## config.mk

```make
export PLATFORM = sky130hd
export DESIGN_NAME = serial_frame_receiver
export DESIGN_NICKNAME = d
export VERILOG_FILES = /design/src/hdl/sfr_pkg.sv /design/src/hdl/sfr_ram.sv /design/src/hdl/sfr_ctrl.sv /design/src/hdl/sfr_dp.sv /design/src/hdl/serial_frame_receiver.sv
export SDC_FILE = /design/constraint.sdc
export NUM_CORES = 1
export LEC_CHECK = 0
export ABC_AREA = 1
export BUFFER_PORTS_ARGS = -buffer_cell sky130_fd_sc_hd__clkbuf_2
export CAP_MARGIN = 30
export CORE_MARGIN = 4
export CORE_UTILIZATION = 60
export CTS_CLUSTER_SIZE = 16
export DETAILED_ROUTE_END_ITERATION = 6
export PLACE_DENSITY = 0.76
export SYNTH_ARGS = -nofsm -noshare
export SYNTH_HDL_FRONTEND = slang
export SYNTH_SLANG_ARGS = --single-unit
export TNS_END_PERCENT = 1
```

## constraint.sdc

```tcl
create_clock -name clk -period 2.6 [get_ports clk]
set_input_delay 0.52 -clock clk [delete_from_list [all_inputs] [get_ports clk]]
set_output_delay 0.52 -clock clk [all_outputs]
set_load 0.01 [all_outputs]
```

## src/hdl/sfr_pkg.sv

```systemverilog
package sfr_pkg;

  // fixed field widths
  localparam int DATA_W   = 8;
  localparam int CRC_W    = 16;
  localparam int FILL_W   = 7;
  localparam int INDEX_W  = 6;
  localparam int ADDR_W   = 5;
  localparam int PDATA_W  = 32;

  // bit-serial crc update
  localparam int CRC_STEPS = 8;
  localparam int CNT_W     = 3;

  // buffer size default
  localparam int MAX_PAYLOAD_DEF = 64;

  // register reset values
  localparam logic             CRC_ENABLE_RST  = 1'b1;
  localparam logic [DATA_W-1:0] HEAD_FIRST_RST  = 8'hAA;
  localparam logic [DATA_W-1:0] HEAD_SECOND_RST = 8'h55;
  localparam logic [DATA_W-1:0] TAIL_FIRST_RST  = 8'h55;
  localparam logic [DATA_W-1:0] TAIL_SECOND_RST = 8'hAA;
  localparam logic [CRC_W-1:0]  CRC_POLY_RST    = 16'hA001;
  localparam logic [CRC_W-1:0]  CRC_START_RST   = 16'hFFFF;

  // register indexes
  typedef enum logic [2:0] {
    REG_CRC_ENABLE  = 3'd0,
    REG_HEAD_FIRST  = 3'd1,
    REG_HEAD_SECOND = 3'd2,
    REG_TAIL_FIRST  = 3'd3,
    REG_TAIL_SECOND = 3'd4,
    REG_CRC_POLY    = 3'd5,
    REG_CRC_START   = 3'd6
  } reg_idx_t;

  // result status codes
  typedef enum logic [1:0] {
    ST_OK      = 2'd0,
    ST_CRC     = 2'd1,
    ST_TRAILER = 2'd2,
    ST_LENGTH  = 2'd3
  } status_t;

  typedef struct packed {
    logic              crc_enable;
    logic [DATA_W-1:0] head_first;
    logic [DATA_W-1:0] head_second;
    logic [DATA_W-1:0] tail_first;
    logic [DATA_W-1:0] tail_second;
    logic [CRC_W-1:0]  crc_poly;
    logic [CRC_W-1:0]  crc_start;
  } sfr_cfg_t;

  // controller to datapath
  typedef struct packed {
    logic    load_tag;
    logic    load_len;
    logic    store_data;
    logic    crc_shift;
    logic    load_crc_lo;
    logic    load_crc_hi;
    logic    run_start;
    logic    rd_en;
    logic    out_post;
    logic    out_data;
    logic    idx_inc;
    status_t post_status;
  } sfr_cmd_t;

  // datapath to controller
  typedef struct packed {
    logic eq_head_first;
    logic eq_head_second;
    logic eq_tail_first;
    logic eq_tail_second;
    logic len_zero;
    logic len_over;
    logic fill_last;
    logic crc_ok;
    logic held_zero;
    logic run_last;
    logic out_free;
  } sfr_stat_t;

endpackage

```

## src/hdl/sfr_ram.sv

```systemverilog
module sfr_ram #(
  parameter int WIDTH = 8,
  parameter int DEPTH = 64,
  parameter int AW    = (DEPTH > 1) ? $clog2(DEPTH) : 1
) (
  input  logic             clk,
  input  logic             wr_en,
  input  logic [AW-1:0]    wr_addr,
  input  logic [WIDTH-1:0] wr_data,
  input  logic             rd_en,
  input  logic [AW-1:0]    rd_addr,
  output logic [WIDTH-1:0] rd_data
);

  logic [WIDTH-1:0] mem [DEPTH];
  logic [WIDTH-1:0] rd_data_r;

  // write port and registered read port
  always_ff @(posedge clk) begin
    if (wr_en) begin
      mem[wr_addr] <= wr_data;
    end
    if (rd_en) begin
      rd_data_r <= mem[rd_addr];
    end
  end

  assign rd_data = rd_data_r;

endmodule

```

## src/hdl/sfr_ctrl.sv

```systemverilog
module sfr_ctrl
  import sfr_pkg::*;
(
  input  logic      clk,
  input  logic      rst_n,
  input  logic      in_valid,
  output logic      in_ready,
  input  sfr_stat_t stat,
  output sfr_cmd_t  cmd
);

  typedef enum logic [2:0] {
    S_IDLE,
    S_CRC,
    S_POST,
    S_READ,
    S_LOAD
  } state_t;

  typedef enum logic [3:0] {
    PH_HEAD0,
    PH_HEAD1,
    PH_TAG,
    PH_LEN,
    PH_DATA,
    PH_CRCL,
    PH_CRCH,
    PH_TAIL0,
    PH_TAIL1
  } phase_t;

  localparam logic [CNT_W-1:0] CNT_LAST = CNT_W'(CRC_STEPS - 1);

  state_t            state_r, state_nxt;
  phase_t            phase_r, phase_nxt;
  logic [CNT_W-1:0]  cnt_r, cnt_nxt;
  status_t           post_status_r, post_status_nxt;
  logic              in_fire;

  assign in_ready = (state_r == S_IDLE);
  assign in_fire  = in_valid && in_ready;

  // next state and commands
  always_comb begin
    state_nxt       = state_r;
    phase_nxt       = phase_r;
    cnt_nxt         = cnt_r;
    post_status_nxt = post_status_r;
    cmd             = '0;
    cmd.post_status = post_status_r;
    case (state_r)
      S_IDLE: begin
        if (in_fire) begin
          case (phase_r)
            PH_HEAD0: begin
              if (stat.eq_head_first) phase_nxt = PH_HEAD1;
            end
            PH_HEAD1: begin
              phase_nxt = stat.eq_head_second ? PH_TAG : PH_HEAD0;
            end
            PH_TAG: begin
              cmd.load_tag = 1'b1;
              phase_nxt    = PH_LEN;
            end
            PH_LEN: begin
              cmd.load_len = 1'b1;
              if (stat.len_over) begin
                post_status_nxt = ST_LENGTH;
                state_nxt       = S_POST;
                phase_nxt       = PH_HEAD0;
              end else begin
                phase_nxt = stat.len_zero ? PH_CRCL : PH_DATA;
              end
            end
            PH_DATA: begin
              cmd.store_data = 1'b1;
              cnt_nxt        = '0;
              state_nxt      = S_CRC;
              if (stat.fill_last) phase_nxt = PH_CRCL;
            end
            PH_CRCL: begin
              cmd.load_crc_lo = 1'b1;
              phase_nxt       = PH_CRCH;
            end
            PH_CRCH: begin
              cmd.load_crc_hi = 1'b1;
              phase_nxt       = PH_TAIL0;
            end
            PH_TAIL0: begin
              if (stat.eq_tail_first) begin
                phase_nxt = PH_TAIL1;
              end else begin
                post_status_nxt = ST_TRAILER;
                state_nxt       = S_POST;
                phase_nxt       = PH_HEAD0;
              end
            end
            PH_TAIL1: begin
              phase_nxt = PH_HEAD0;
              if (!stat.eq_tail_second) begin
                post_status_nxt = ST_TRAILER;
                state_nxt       = S_POST;
              end else if (!stat.crc_ok) begin
                post_status_nxt = ST_CRC;
                state_nxt       = S_POST;
              end else if (stat.held_zero) begin
                post_status_nxt = ST_OK;
                state_nxt       = S_POST;
              end else begin
                cmd.run_start = 1'b1;
                state_nxt     = S_READ;
              end
            end
            default: phase_nxt = PH_HEAD0;
          endcase
        end
      end
      // one crc bit per cycle
      S_CRC: begin
        cmd.crc_shift = 1'b1;
        cnt_nxt       = cnt_r + 1'b1;
        if (cnt_r == CNT_LAST) state_nxt = S_IDLE;
      end
      // single result: error or empty frame
      S_POST: begin
        if (stat.out_free) begin
          cmd.out_post = 1'b1;
          state_nxt    = S_IDLE;
        end
      end
      // payload run from the buffer
      S_READ: begin
        cmd.rd_en = 1'b1;
        state_nxt = S_LOAD;
      end
      S_LOAD: begin
        if (stat.out_free) begin
          cmd.out_data = 1'b1;
          if (stat.run_last) begin
            state_nxt = S_IDLE;
          end else begin
            cmd.idx_inc = 1'b1;
            state_nxt   = S_READ;
          end
        end
      end
      default: state_nxt = S_IDLE;
    endcase
  end

  // state registers
  always_ff @(posedge clk) begin
    if (!rst_n) begin
      state_r       <= S_IDLE;
      phase_r       <= PH_HEAD0;
      cnt_r         <= '0;
      post_status_r <= ST_OK;
    end else begin
      state_r       <= state_nxt;
      phase_r       <= phase_nxt;
      cnt_r         <= cnt_nxt;
      post_status_r <= post_status_nxt;
    end
  end

`ifndef SYNTHESIS
  // crc shifting returns to idle after the last step
  a_crc_done: assert property (@(posedge clk) disable iff (!rst_n)
    (state_r == S_CRC && cnt_r == CNT_LAST) |=> (state_r == S_IDLE))
    else $error("crc shift did not finish after the last step");

  // a payload byte always launches a crc pass
  a_store_crc: assert property (@(posedge clk) disable iff (!rst_n)
    cmd.store_data |=> (state_r == S_CRC && cnt_r == '0))
    else $error("payload byte not followed by crc pass");

  // a read is always followed by its load state
  a_read_load: assert property (@(posedge clk) disable iff (!rst_n)
    (state_r == S_READ) |=> (state_r == S_LOAD))
    else $error("buffer read not followed by load");
`endif

endmodule

```

## src/hdl/sfr_dp.sv

```systemverilog
module sfr_dp
  import sfr_pkg::*;
#(
  parameter int MAX_PAYLOAD = MAX_PAYLOAD_DEF
) (
  input  logic               clk,
  input  logic               rst_n,
  input  sfr_cfg_t           cfg,
  input  logic [DATA_W-1:0]  in_rx_byte,
  input  sfr_cmd_t           cmd,
  output sfr_stat_t          stat,
  output logic               out_valid,
  input  logic               out_ready,
  output logic [DATA_W-1:0]  out_frame_tag,
  output logic [DATA_W-1:0]  out_payload_count,
  output logic [INDEX_W-1:0] out_byte_index,
  output logic [DATA_W-1:0]  out_payload_byte,
  output logic               out_has_byte,
  output logic               out_last,
  output logic [1:0]         out_status
);

  localparam int AW = (MAX_PAYLOAD > 1) ? $clog2(MAX_PAYLOAD) : 1;
  localparam logic [DATA_W-1:0] MAX_LEN = DATA_W'(MAX_PAYLOAD);

  logic [DATA_W-1:0]  tag_r;
  logic [DATA_W-1:0]  len_r;
  logic [FILL_W-1:0]  fill_r;
  logic [CRC_W-1:0]   crc_r;
  logic [CRC_W-1:0]   rcrc_r;
  logic [INDEX_W-1:0] idx_r;
  logic               out_valid_r;
  logic [DATA_W-1:0]  out_tag_r, out_count_r, out_data_r;
  logic [INDEX_W-1:0] out_index_r;
  logic               out_has_r, out_last_r;
  status_t            out_status_r;
  logic [DATA_W-1:0]  ram_rd_data;
  logic [CRC_W-1:0]   crc_step;
  logic               run_last;

  // payload buffer
  sfr_ram #(
    .WIDTH(DATA_W),
    .DEPTH(MAX_PAYLOAD)
  ) u_ram (
    .clk    (clk),
    .wr_en  (cmd.store_data),
    .wr_addr(fill_r[AW-1:0]),
    .wr_data(in_rx_byte),
    .rd_en  (cmd.rd_en),
    .rd_addr(idx_r[AW-1:0]),
    .rd_data(ram_rd_data)
  );

  // one reflected crc step
  assign crc_step = crc_r[0] ? ((crc_r >> 1) ^ cfg.crc_poly) : (crc_r >> 1);

  assign run_last = ((DATA_W'(idx_r) + 8'd1) == len_r);

  // status to controller
  always_comb begin
    stat.eq_head_first  = (in_rx_byte == cfg.head_first);
    stat.eq_head_second = (in_rx_byte == cfg.head_second);
    stat.eq_tail_first  = (in_rx_byte == cfg.tail_first);
    stat.eq_tail_second = (in_rx_byte == cfg.tail_second);
    stat.len_zero       = (in_rx_byte == '0);
    stat.len_over       = (in_rx_byte > MAX_LEN);
    stat.fill_last      = ((DATA_W'(fill_r) + 8'd1) >= len_r);
    stat.crc_ok         = !cfg.crc_enable || (crc_r == rcrc_r);
    stat.held_zero      = (len_r == '0);
    stat.run_last       = run_last;
    stat.out_free       = !out_valid_r || out_ready;
  end

  // frame registers
  always_ff @(posedge clk) begin
    if (!rst_n) begin
      tag_r  <= '0;
      len_r  <= '0;
      fill_r <= '0;
      crc_r  <= CRC_START_RST;
      rcrc_r <= '0;
      idx_r  <= '0;
    end else begin
      if (cmd.load_tag) tag_r <= in_rx_byte;
      if (cmd.load_len) begin
        len_r  <= in_rx_byte;
        fill_r <= '0;
        crc_r  <= cfg.crc_start;
      end
      if (cmd.store_data) begin
        fill_r <= fill_r + 1'b1;
        crc_r  <= crc_r ^ CRC_W'(in_rx_byte);
      end
      if (cmd.crc_shift) crc_r <= crc_step;
      if (cmd.load_crc_lo) rcrc_r <= CRC_W'(in_rx_byte);
      if (cmd.load_crc_hi) rcrc_r <= {in_rx_byte, rcrc_r[DATA_W-1:0]};
      if (cmd.run_start) idx_r <= '0;
      else if (cmd.idx_inc) idx_r <= idx_r + 1'b1;
    end
  end

  // output register valid
  always_ff @(posedge clk) begin
    if (!rst_n) begin
      out_valid_r <= 1'b0;
    end else if (cmd.out_post || cmd.out_data) begin
      out_valid_r <= 1'b1;
    end else if (out_ready) begin
      out_valid_r <= 1'b0;
    end
  end

  // output register payload
  always_ff @(posedge clk) begin
    if (cmd.out_post) begin
      out_tag_r    <= tag_r;
      out_count_r  <= len_r;
      out_index_r  <= '0;
      out_data_r   <= '0;
      out_has_r    <= 1'b0;
      out_last_r   <= 1'b1;
      out_status_r <= cmd.post_status;
    end else if (cmd.out_data) begin
      out_tag_r    <= tag_r;
      out_count_r  <= len_r;
      out_index_r  <= idx_r;
      out_data_r   <= ram_rd_data;
      out_has_r    <= 1'b1;
      out_last_r   <= run_last;
      out_status_r <= ST_OK;
    end
  end

  assign out_valid         = out_valid_r;
  assign out_frame_tag     = out_tag_r;
  assign out_payload_count = out_count_r;
  assign out_byte_index    = out_index_r;
  assign out_payload_byte  = out_data_r;
  assign out_has_byte      = out_has_r;
  assign out_last          = out_last_r;
  assign out_status        = out_status_r;

`ifndef SYNTHESIS
  // the output slot is only loaded when free
  a_load_free: assert property (@(posedge clk) disable iff (!rst_n)
    (cmd.out_post || cmd.out_data) |-> (!out_valid_r || out_ready))
    else $error("output register overwritten while full");

  // payload writes stay inside the buffer and the frame length
  a_store_range: assert property (@(posedge clk) disable iff (!rst_n)
    cmd.store_data |-> (DATA_W'(fill_r) < len_r && DATA_W'(fill_r) < MAX_LEN))
    else $error("payload write beyond frame length");

  // run reads only cover the stored payload
  a_read_range: assert property (@(posedge clk) disable iff (!rst_n)
    cmd.rd_en |-> (DATA_W'(idx_r) < len_r && DATA_W'(idx_r) < MAX_LEN))
    else $error("payload read beyond frame length");
`endif

endmodule

```

## src/hdl/serial_frame_receiver.sv

```systemverilog
// channel   direction  handshake            payload
// in_       input      in_valid/in_ready    in_rx_byte
// out_      output     out_valid/out_ready  frame_tag payload_count byte_index
//                                           payload_byte has_byte last status
// cfg       apb        psel/penable/pready  paddr pwdata prdata
//
// header, length, crc and trailer bytes are taken in the idle state; after a
// payload byte, input waits while the bit-serial crc unit steps once a cycle
// a good frame emits its run one result at a time through the buffer's
// registered read port, a read and a load per result; no input during the run
// synchronous active-low reset; no clearing pass, the buffer needs none
// a stalled output holds its register; input is taken again once the slot
// holds the final result of a frame
module serial_frame_receiver
  import sfr_pkg::*;
#(
  parameter int MAX_PAYLOAD = MAX_PAYLOAD_DEF
) (
  input  logic               clk,
  input  logic               rst_n,
  input  logic               in_valid,
  output logic               in_ready,
  input  logic [DATA_W-1:0]  in_rx_byte,
  output logic               out_valid,
  input  logic               out_ready,
  output logic [DATA_W-1:0]  out_frame_tag,
  output logic [DATA_W-1:0]  out_payload_count,
  output logic [INDEX_W-1:0] out_byte_index,
  output logic [DATA_W-1:0]  out_payload_byte,
  output logic               out_has_byte,
  output logic               out_last,
  output logic [1:0]         out_status,
  input  logic               psel,
  input  logic               penable,
  input  logic               pwrite,
  input  logic [ADDR_W-1:0]  paddr,
  input  logic [PDATA_W-1:0] pwdata,
  output logic [PDATA_W-1:0] prdata,
  output logic               pready
);

  sfr_cfg_t  cfg_r;
  sfr_cmd_t  cmd;
  sfr_stat_t stat;
  logic      wr_en;
  logic      addr_ok;

  assign pready  = 1'b1;
  assign addr_ok = (paddr[1:0] == 2'b00);
  assign wr_en   = psel && penable && pwrite && addr_ok;

  // configuration registers
  always_ff @(posedge clk) begin
    if (!rst_n) begin
      cfg_r.crc_enable  <= CRC_ENABLE_RST;
      cfg_r.head_first  <= HEAD_FIRST_RST;
      cfg_r.head_second <= HEAD_SECOND_RST;
      cfg_r.tail_first  <= TAIL_FIRST_RST;
      cfg_r.tail_second <= TAIL_SECOND_RST;
      cfg_r.crc_poly    <= CRC_POLY_RST;
      cfg_r.crc_start   <= CRC_START_RST;
    end else if (wr_en) begin
      case (paddr[4:2])
        REG_CRC_ENABLE:  cfg_r.crc_enable  <= pwdata[0];
        REG_HEAD_FIRST:  cfg_r.head_first  <= pwdata[DATA_W-1:0];
        REG_HEAD_SECOND: cfg_r.head_second <= pwdata[DATA_W-1:0];
        REG_TAIL_FIRST:  cfg_r.tail_first  <= pwdata[DATA_W-1:0];
        REG_TAIL_SECOND: cfg_r.tail_second <= pwdata[DATA_W-1:0];
        REG_CRC_POLY:    cfg_r.crc_poly    <= pwdata[CRC_W-1:0];
        REG_CRC_START:   cfg_r.crc_start   <= pwdata[CRC_W-1:0];
        default: ;
      endcase
    end
  end

  // register readback
  always_comb begin
    prdata = '0;
    if (addr_ok) begin
      case (paddr[4:2])
        REG_CRC_ENABLE:  prdata = PDATA_W'(cfg_r.crc_enable);
        REG_HEAD_FIRST:  prdata = PDATA_W'(cfg_r.head_first);
        REG_HEAD_SECOND: prdata = PDATA_W'(cfg_r.head_second);
        REG_TAIL_FIRST:  prdata = PDATA_W'(cfg_r.tail_first);
        REG_TAIL_SECOND: prdata = PDATA_W'(cfg_r.tail_second);
        REG_CRC_POLY:    prdata = PDATA_W'(cfg_r.crc_poly);
        REG_CRC_START:   prdata = PDATA_W'(cfg_r.crc_start);
        default:         prdata = '0;
      endcase
    end
  end

  sfr_ctrl u_ctrl (
    .clk     (clk),
    .rst_n   (rst_n),
    .in_valid(in_valid),
    .in_ready(in_ready),
    .stat    (stat),
    .cmd     (cmd)
  );

  sfr_dp #(
    .MAX_PAYLOAD(MAX_PAYLOAD)
  ) u_dp (
    .clk              (clk),
    .rst_n            (rst_n),
    .cfg              (cfg_r),
    .in_rx_byte       (in_rx_byte),
    .cmd              (cmd),
    .stat             (stat),
    .out_valid        (out_valid),
    .out_ready        (out_ready),
    .out_frame_tag    (out_frame_tag),
    .out_payload_count(out_payload_count),
    .out_byte_index   (out_byte_index),
    .out_payload_byte (out_payload_byte),
    .out_has_byte     (out_has_byte),
    .out_last         (out_last),
    .out_status       (out_status)
  );

endmodule

```

# [After elaboration in Yosys (flattened, before gate mapping)]
# Memories as Yosys holds them, arrays and structs flattened. A register that Yosys moved wholly into a read port is not among the register bits.
# Cells that the tools add are included.
[op_classes] n_eq_ne=38 n_reduce_logical=35 magnitude_cmp=2 n_bitwise=4 muxes=68 addsub=5
[op_table] op="$mux 16" n=7
[op_table] op="$pmux 16 s7" n=1
[op_table] op="$eq 8x8->1" n=5
[op_table] op="$mux 3" n=13
[op_table] op="$mux 8" n=4
[op_table] op="$pmux 4 s8" n=1
[op_table] op="$mux 2" n=11
[op_table] op="$mux 1" n=21
[op_table] op="$eq 16x16->1" n=1
[op_table] op="$eq 4x3->1 const B" n=4
[op_table] op="$logic_not 8->1" n=2
[op_table] op="$mux 4" n=4
[op_table] op="$ne 2x2->1 const B" n=8
[op_table] op="$reduce_and 2->1" n=8
[op_table] op="$xor 15x16->16" n=1
[op_table] op="$xor 16x8->16" n=1
[op_table] op="$eq 3x3->1 const B" n=5
[op_table] op="$pmux 3 s5" n=1
[op_table] op="$mux 7" n=2
[op_table] op="$eq 3x2->1 const B" n=4
[op_table] op="$pmux 3 s4" n=1
[op_table] op="$reduce_bool 2->1" n=5
[op_table] op="$add 7x1->8 const B" n=1
[op_table] op="$eq 4x2->1 const B" n=2
[op_table] op="28 further kinds" n=39
[word_totals] out_inout_bits=69 word_cells=179 n_memories=1 mem_bits_rw=512 ff_bits=173
[mem_list] memory="u_dp.u_ram.mem" words=64 width=8 rd=1 rd_clocked_by_memory_dff=1 wr=1 line_no="sfr_ram.sv:15" source="logic [WIDTH-1:0] mem [DEPTH];"

# [Logic depth before layout (Yosys ltp)]
[logic_depth] depth_word=9 depth_mapped=16 ltp_nobuf=15

# [Hierarchy]
# From an unflattened synthesis, not the netlist that was laid out.
[unflattened] hier_cells=3051 hier_area_um2=30432.9
[modules_own_cells] module="sfr_ram" cells_per_inst=1806 seq_area_each_um2=15615.0 n_inst=1 area_per_inst_um2=21360.5
[modules_own_cells] module="sfr_dp" cells_per_inst=628 seq_area_each_um2=2102.0 n_inst=1 area_per_inst_um2=4882.2
[modules_own_cells] module="serial_frame_receiver" cells_per_inst=475 seq_area_each_um2=1301.2 n_inst=1 area_per_inst_um2=3256.9
[modules_own_cells] module="sfr_ctrl" cells_per_inst=142 seq_area_each_um2=240.2 n_inst=1 area_per_inst_um2=933.4

# [Least setup slack after synthesis]
# Ideal clock, no wire load.
[synth_path] path_kind="reg-to-reg" from="register u_dp.fill_r[2]" to="register u_ctrl.phase_r[1]" synth_period_minus_slack_ns=2.137 arrival_time_ns=2.024 slack_ns=0.463 path_buffers=1 path_stages_with_launch=15 cell_sequence="dfxtp_1 > clkbuf_1 > nand2_1 > nor2_1 > nand2_1 > nand2_1 > inv_1 > ha_1 > inv_1 > o31ai_1 > nand2_1 > nand4_1 > nand3_1 > nor2_1 > nor2_1"
[synth_via] elab_chain_cells=4
[synth_rtl] item="start: declaration" line_no="sfr_dp.sv:28" source="logic [FILL_W-1:0] fill_r;"
[synth_rtl] item="start signal: assignment" line_no="sfr_dp.sv:92" source="fill_r <= fill_r + 1'b1;"
[synth_rtl] item="$add 7x1->8" line_no="sfr_dp.sv:68" source="stat.fill_last = ((DATA_W'(fill_r) + 8'd1) >= len_r);"
[synth_rtl] item="$ge 8x8->1" line_no="sfr_dp.sv:68"
[synth_rtl] item="$ne 2x2->1 (no line)"
[synth_rtl] item="$reduce_and 4->1 (no line)"
[synth_rtl] item="end signal: assignment" line_no="sfr_ctrl.sv:160" source="phase_r <= phase_nxt;"
[synth_rtl] item="end: declaration" line_no="sfr_ctrl.sv:35" source="phase_t phase_r, phase_nxt;"
# Every way passes these cells.
# A chain may end at the register's enable or synchronous reset.

# [Worst setup path after layout]
[layout_path] from="input port paddr[2]" to="output port prdata[3]"
[layout_via] elab_chain_cells=3 elab_cells_between_ends=9 cone_classes="eq/ne: 6; mux: 2; reduce/logical: 1"
[layout_rtl] item="start: declaration" line_no="serial_frame_receiver.sv:36" source="input logic [ADDR_W-1:0] paddr,"
[layout_rtl] item="$eq 3x3->1, or another cell as far along" line_no="serial_frame_receiver.sv:80" source="case (paddr[4:2])"
[layout_rtl] item="$pmux 16 s7 *" line_no="serial_frame_receiver.sv:80"
[layout_rtl] item="$mux 16 *" line_no="serial_frame_receiver.sv:79" source="if (addr_ok) begin"
[layout_rtl] item="end: declaration" line_no="serial_frame_receiver.sv:38" source="output logic [PDATA_W-1:0] prdata,"
# Mark *: on every way between the ends. The rest lies on a longest branch, timed or not.

==> impl_results.md <==
* Final Hold Viols at 0
* Status: finished, violations left
* Initial antenna violation count at 3
* Overall global routing resource usage at 29.2%
* Psw at 5680 uW
* Post-synthesis sequential area ratio at approximately 65%
* Most common cell in the netlist: edfxtp_1
* Post-route DRC at 1
* Max-cap violation count at 0
* Synth top area cells: edfxtp_1 55%, dfxtp_1 11%, nor2_1 5.6%, nand2_1 5.1%, o21ai_0 4.7%
* Worst Path Class, Setup: primary input to output port
* # placed instances at ~3500
* Fin cells at about 3700
* Setup-failing EPs final at 0
* Comb power frac at under 10%
* Arrival @ worst endpoint at about 1.9 ns
* Most used routing layer: met2
* Dpl hpwl at between 40000 and 50000 um
* Pwr dens at approximately 720 nW/um2
* Final min period at approximately 2.4 ns
* Final period util at 93.2%
* Total negative slack at 0 ns
* Synth area leader: edfxtp_1
* Port-buffer cells at 87
* Post-synth top cells: 538 x edfxtp_1, 444 x nor2_1, 401 x nand2_1
* FMAX at 0.413 GHz
* Synth Cell Area at roughly 30000 um2
* Initial DRC Count at 2615
* Violated checks: DRC
* H-tree depth at 3
* Peak supply drop at 0.523 mV
* Distinct cells, synth at 52
* Post-DRT Antenna Nets at 0
* Overflow left after global routing at 0
* Lkg Pwr at 0.0122 uW
* Ys async rst share at 0%
* Initial Utilization at around three fifths
* RSZ-0062 raised after global routing: false
* Worst setup EP type: output port
* DR vias/cell at 6.01
* Startpoint types: primary input
* First-pass iteration count of the detailed router at 7
* Fin. max-slew vios at 0
* Number of I/O pins at 121
* Root Driver: clkbuf_16
* Row count at a little over 80
* Power Internal at 18400 uW
* Wirelength per Cell at about 21 um
* Seq pwr share at approximately 51%
* Met2 Track Usage GR at 48.5%
* CTS tree: done
* Core box area at 48800 um2
* Relative slew slack at 39.7%
* Die height at between 200 and 250 um
* Post-Route Skew at 0.0301 ns
* Post-Route WL at 78400 um
* Reg-to-reg startpoint: u_dp.fill_r[3]
* Max Buffers Root-to-Sink at 3
* Worst hold path type: primary input to register
* Sw Ratio at 23.6%
* Main flop type after synthesis: edfxtp_1
* Post-synth EDFFs at around 540
* Chip width at around 230 um
* Post-synthesis register bit count at 693
* Post-Syn Area per Cell at around 10 um2
* M1 GR Usage at 37.9%
* CP Launch Point: paddr[2]
* Largest net degree at the start of global routing at 95
* Synthesized instance count at ~2800
* Critical path peak fanout at 6
* Die Area at 52800 um2
* Setup bufs post-CTS at 0
* CTS Sinks at approximately 690
* Via count at 22105
* Share of the synthesized area in the top cell type at 54.7%
* Nets at 3020
* Synth warn at 0
* Ratio of cells with drive above 1 in the final layout at 13.5%
* Met3 Use GR at under 10%
* Fin util at 68.4%
* Clk_lat worst skew at 0.61 ns
* Hold Startpoint: pwdata[14]
* First-pass GRT wire length at 121000 um
* Vias in the first global route at 21565
* Clock slew at reported path FFs at about 0.06 ns
* Synthesis-to-finish area growth at 13.1%
* Clock share of power at 40.8%
* Final Wtd Congestion at roughly 0.95
* Inserted Clock Buffers at 69
* CP Data Required Time at 2.08 ns
* FILL cells at 3566
* Slew @ Worst Pin at ~0.90 ns
-- logic make-up after synthesis --
group	count (synthesis)	share of synthesized area [%]
DFF	693	65.2
xor gates and xnor gates	32	0.949
AOI/OAI and AO/OA	753	14.2
other	2	0.0254
adders and majority gates	12	0.508
and+or+nand+nor	990	13.9
buffers and inverters	346	5.19
-- cell type report --
cell class,count,area [um2],area share (%)
Multi-Input combinational cell,1804,8810,26.4
Tap cell,664,831,2.49
Sequential cell,693,19300,57.7
Antenna cell,1,2.50,0.00749
Timing Repair Buffer,222,1620,4.86
Inverter,166,631,1.89
Clock inverter,34,324,0.970
Clock buffer,91,1900,5.70
-- final timing paths --
check | to | slack, ns | cells after the start
min | cfg_r[14] | 0.14 | 3
min reg2reg | u_dp.out_frame_tag[0] | 0.42 | 0
max reg2reg | u_ctrl.phase_r[2] | 0.27 | 14
max | prdata[3] | 0.18 | 8
-- power groups by stage --
stage / Clock, uW / Sequential (uW) / Combinational, uW
6_report: 9840 / 12300 / 1910
5_1_grt: 10400 / 12400 / 2100
4_1_cts: 9930 / 12300 / 1880
3_5_place_dp: 0 / 12600 / 1860
3_3_place_gp: 0 / 12600 / 1800
2_1_floorplan: 0 / 12600 / 1210
-- cells in the final DEF (no fill, tap or decap), types with 5 or more instances in the layout --
| cell | netlist | routed |
|---|---|---|
| buf_4 | 30 | 121 |
| bufinv_16 | 0 | 5 |
| o21ai_1 | 122 | 122 |
| o211ai_1 | 28 | 28 |
| o21ai_0 | 276 | 276 |
| edfxtp_1 | 538 | 538 |
| clkbuf_16 | 0 | 73 |
| nor3_1 | 16 | 16 |
| a221oi_1 | 5 | 5 |
| xor2_1 | 11 | 11 |
| xnor2_1 | 21 | 21 |
| nor2_2 | 7 | 8 |
| a211oi_1 | 7 | 7 |
| nor2_1 | 444 | 443 |
| nand4_1 | 13 | 13 |
| a21oi_1 | 145 | 145 |
| o22ai_1 | 135 | 135 |
| clkinv_1 | 0 | 12 |
| conb_1 | 2 | 17 |
| clkinv_2 | 0 | 9 |
| nand3_1 | 77 | 76 |
| clkbuf_2 | 1 | 82 |
| dfxtp_1 | 155 | 151 |
| clkbuf_1 | 73 | 17 |
| nand3_2 | 6 | 7 |
| o211ai_2 | 6 | 6 |
| o221ai_1 | 6 | 6 |
| buf_12 | 0 | 14 |
| inv_2 | 40 | 39 |
| nor3_4 | 6 | 6 |
| inv_1 | 125 | 125 |
| buf_2 | 64 | 5 |
| ha_1 | 12 | 12 |
| o32ai_1 | 7 | 7 |
| nor2_4 | 5 | 5 |
| nand2_1 | 401 | 401 |
-- routing by layer --
layer	routed length (um)	share of wire (%)
met1	29600	38
met5	0	0
met4	3880	4.9
met2	38000	48
met3	6970	8.9
-- worst max-delay path, cell delays in order --
cell	delay (ns)
clkbuf_2	0.18
inv_2	0.09
nor3_2	0.38
inv_2	0.10
o21ai_0	0.19
a221oi_1	0.08
a31oi_1	0.19
clkbuf_2	0.17
-- metrics by stage --
stage          area, um2  power, uW  hold slack [ns]  setup WS, ns
2_1_floorplan      29600      13800            0.408         0.463
3_3_place_gp       31200      14400            0.421         0.245
3_5_place_dp       31200      14400            0.421         0.233
4_1_cts            33400      24100            0.132         0.208
5_1_grt            33400      24900            0.151        0.0730
6_report           33400      24100            0.144         0.176
-- timing repair --
| item | 4_1_cts | 5_1_grt |
|---|---|---|
| setup endpoints to repair | 0 | 4 |
| hold buffers | 0 | 0 |
| resized for setup | 0 | 2 |
-- registers in the layout, indices dropped and copies added (netlist names), 3 cells and up --
| register | cells |
|---|---|
| u_dp.out_frame_tag | 8 |
| u_dp.u_ram.mem | 512 |
| u_dp.fill_r | 7 |
| u_dp.tag_r | 8 |
| cfg_r | 65 |
| u_dp.idx_r | 6 |
| u_ctrl.phase_r | 4 |
| u_ctrl.cnt_r | 3 |
| u_ctrl.state_r | 3 |
| u_dp.rcrc_r | 16 |
| u_dp.u_ram.rd_data | 8 |
| u_dp.out_byte_index | 6 |
| u_dp.out_payload_byte | 8 |
| u_dp.crc_r | 16 |
| u_dp.len_r | 8 |
| u_dp.out_payload_count | 8 |
No activity file was read; power rests on OpenSTA's default activity.
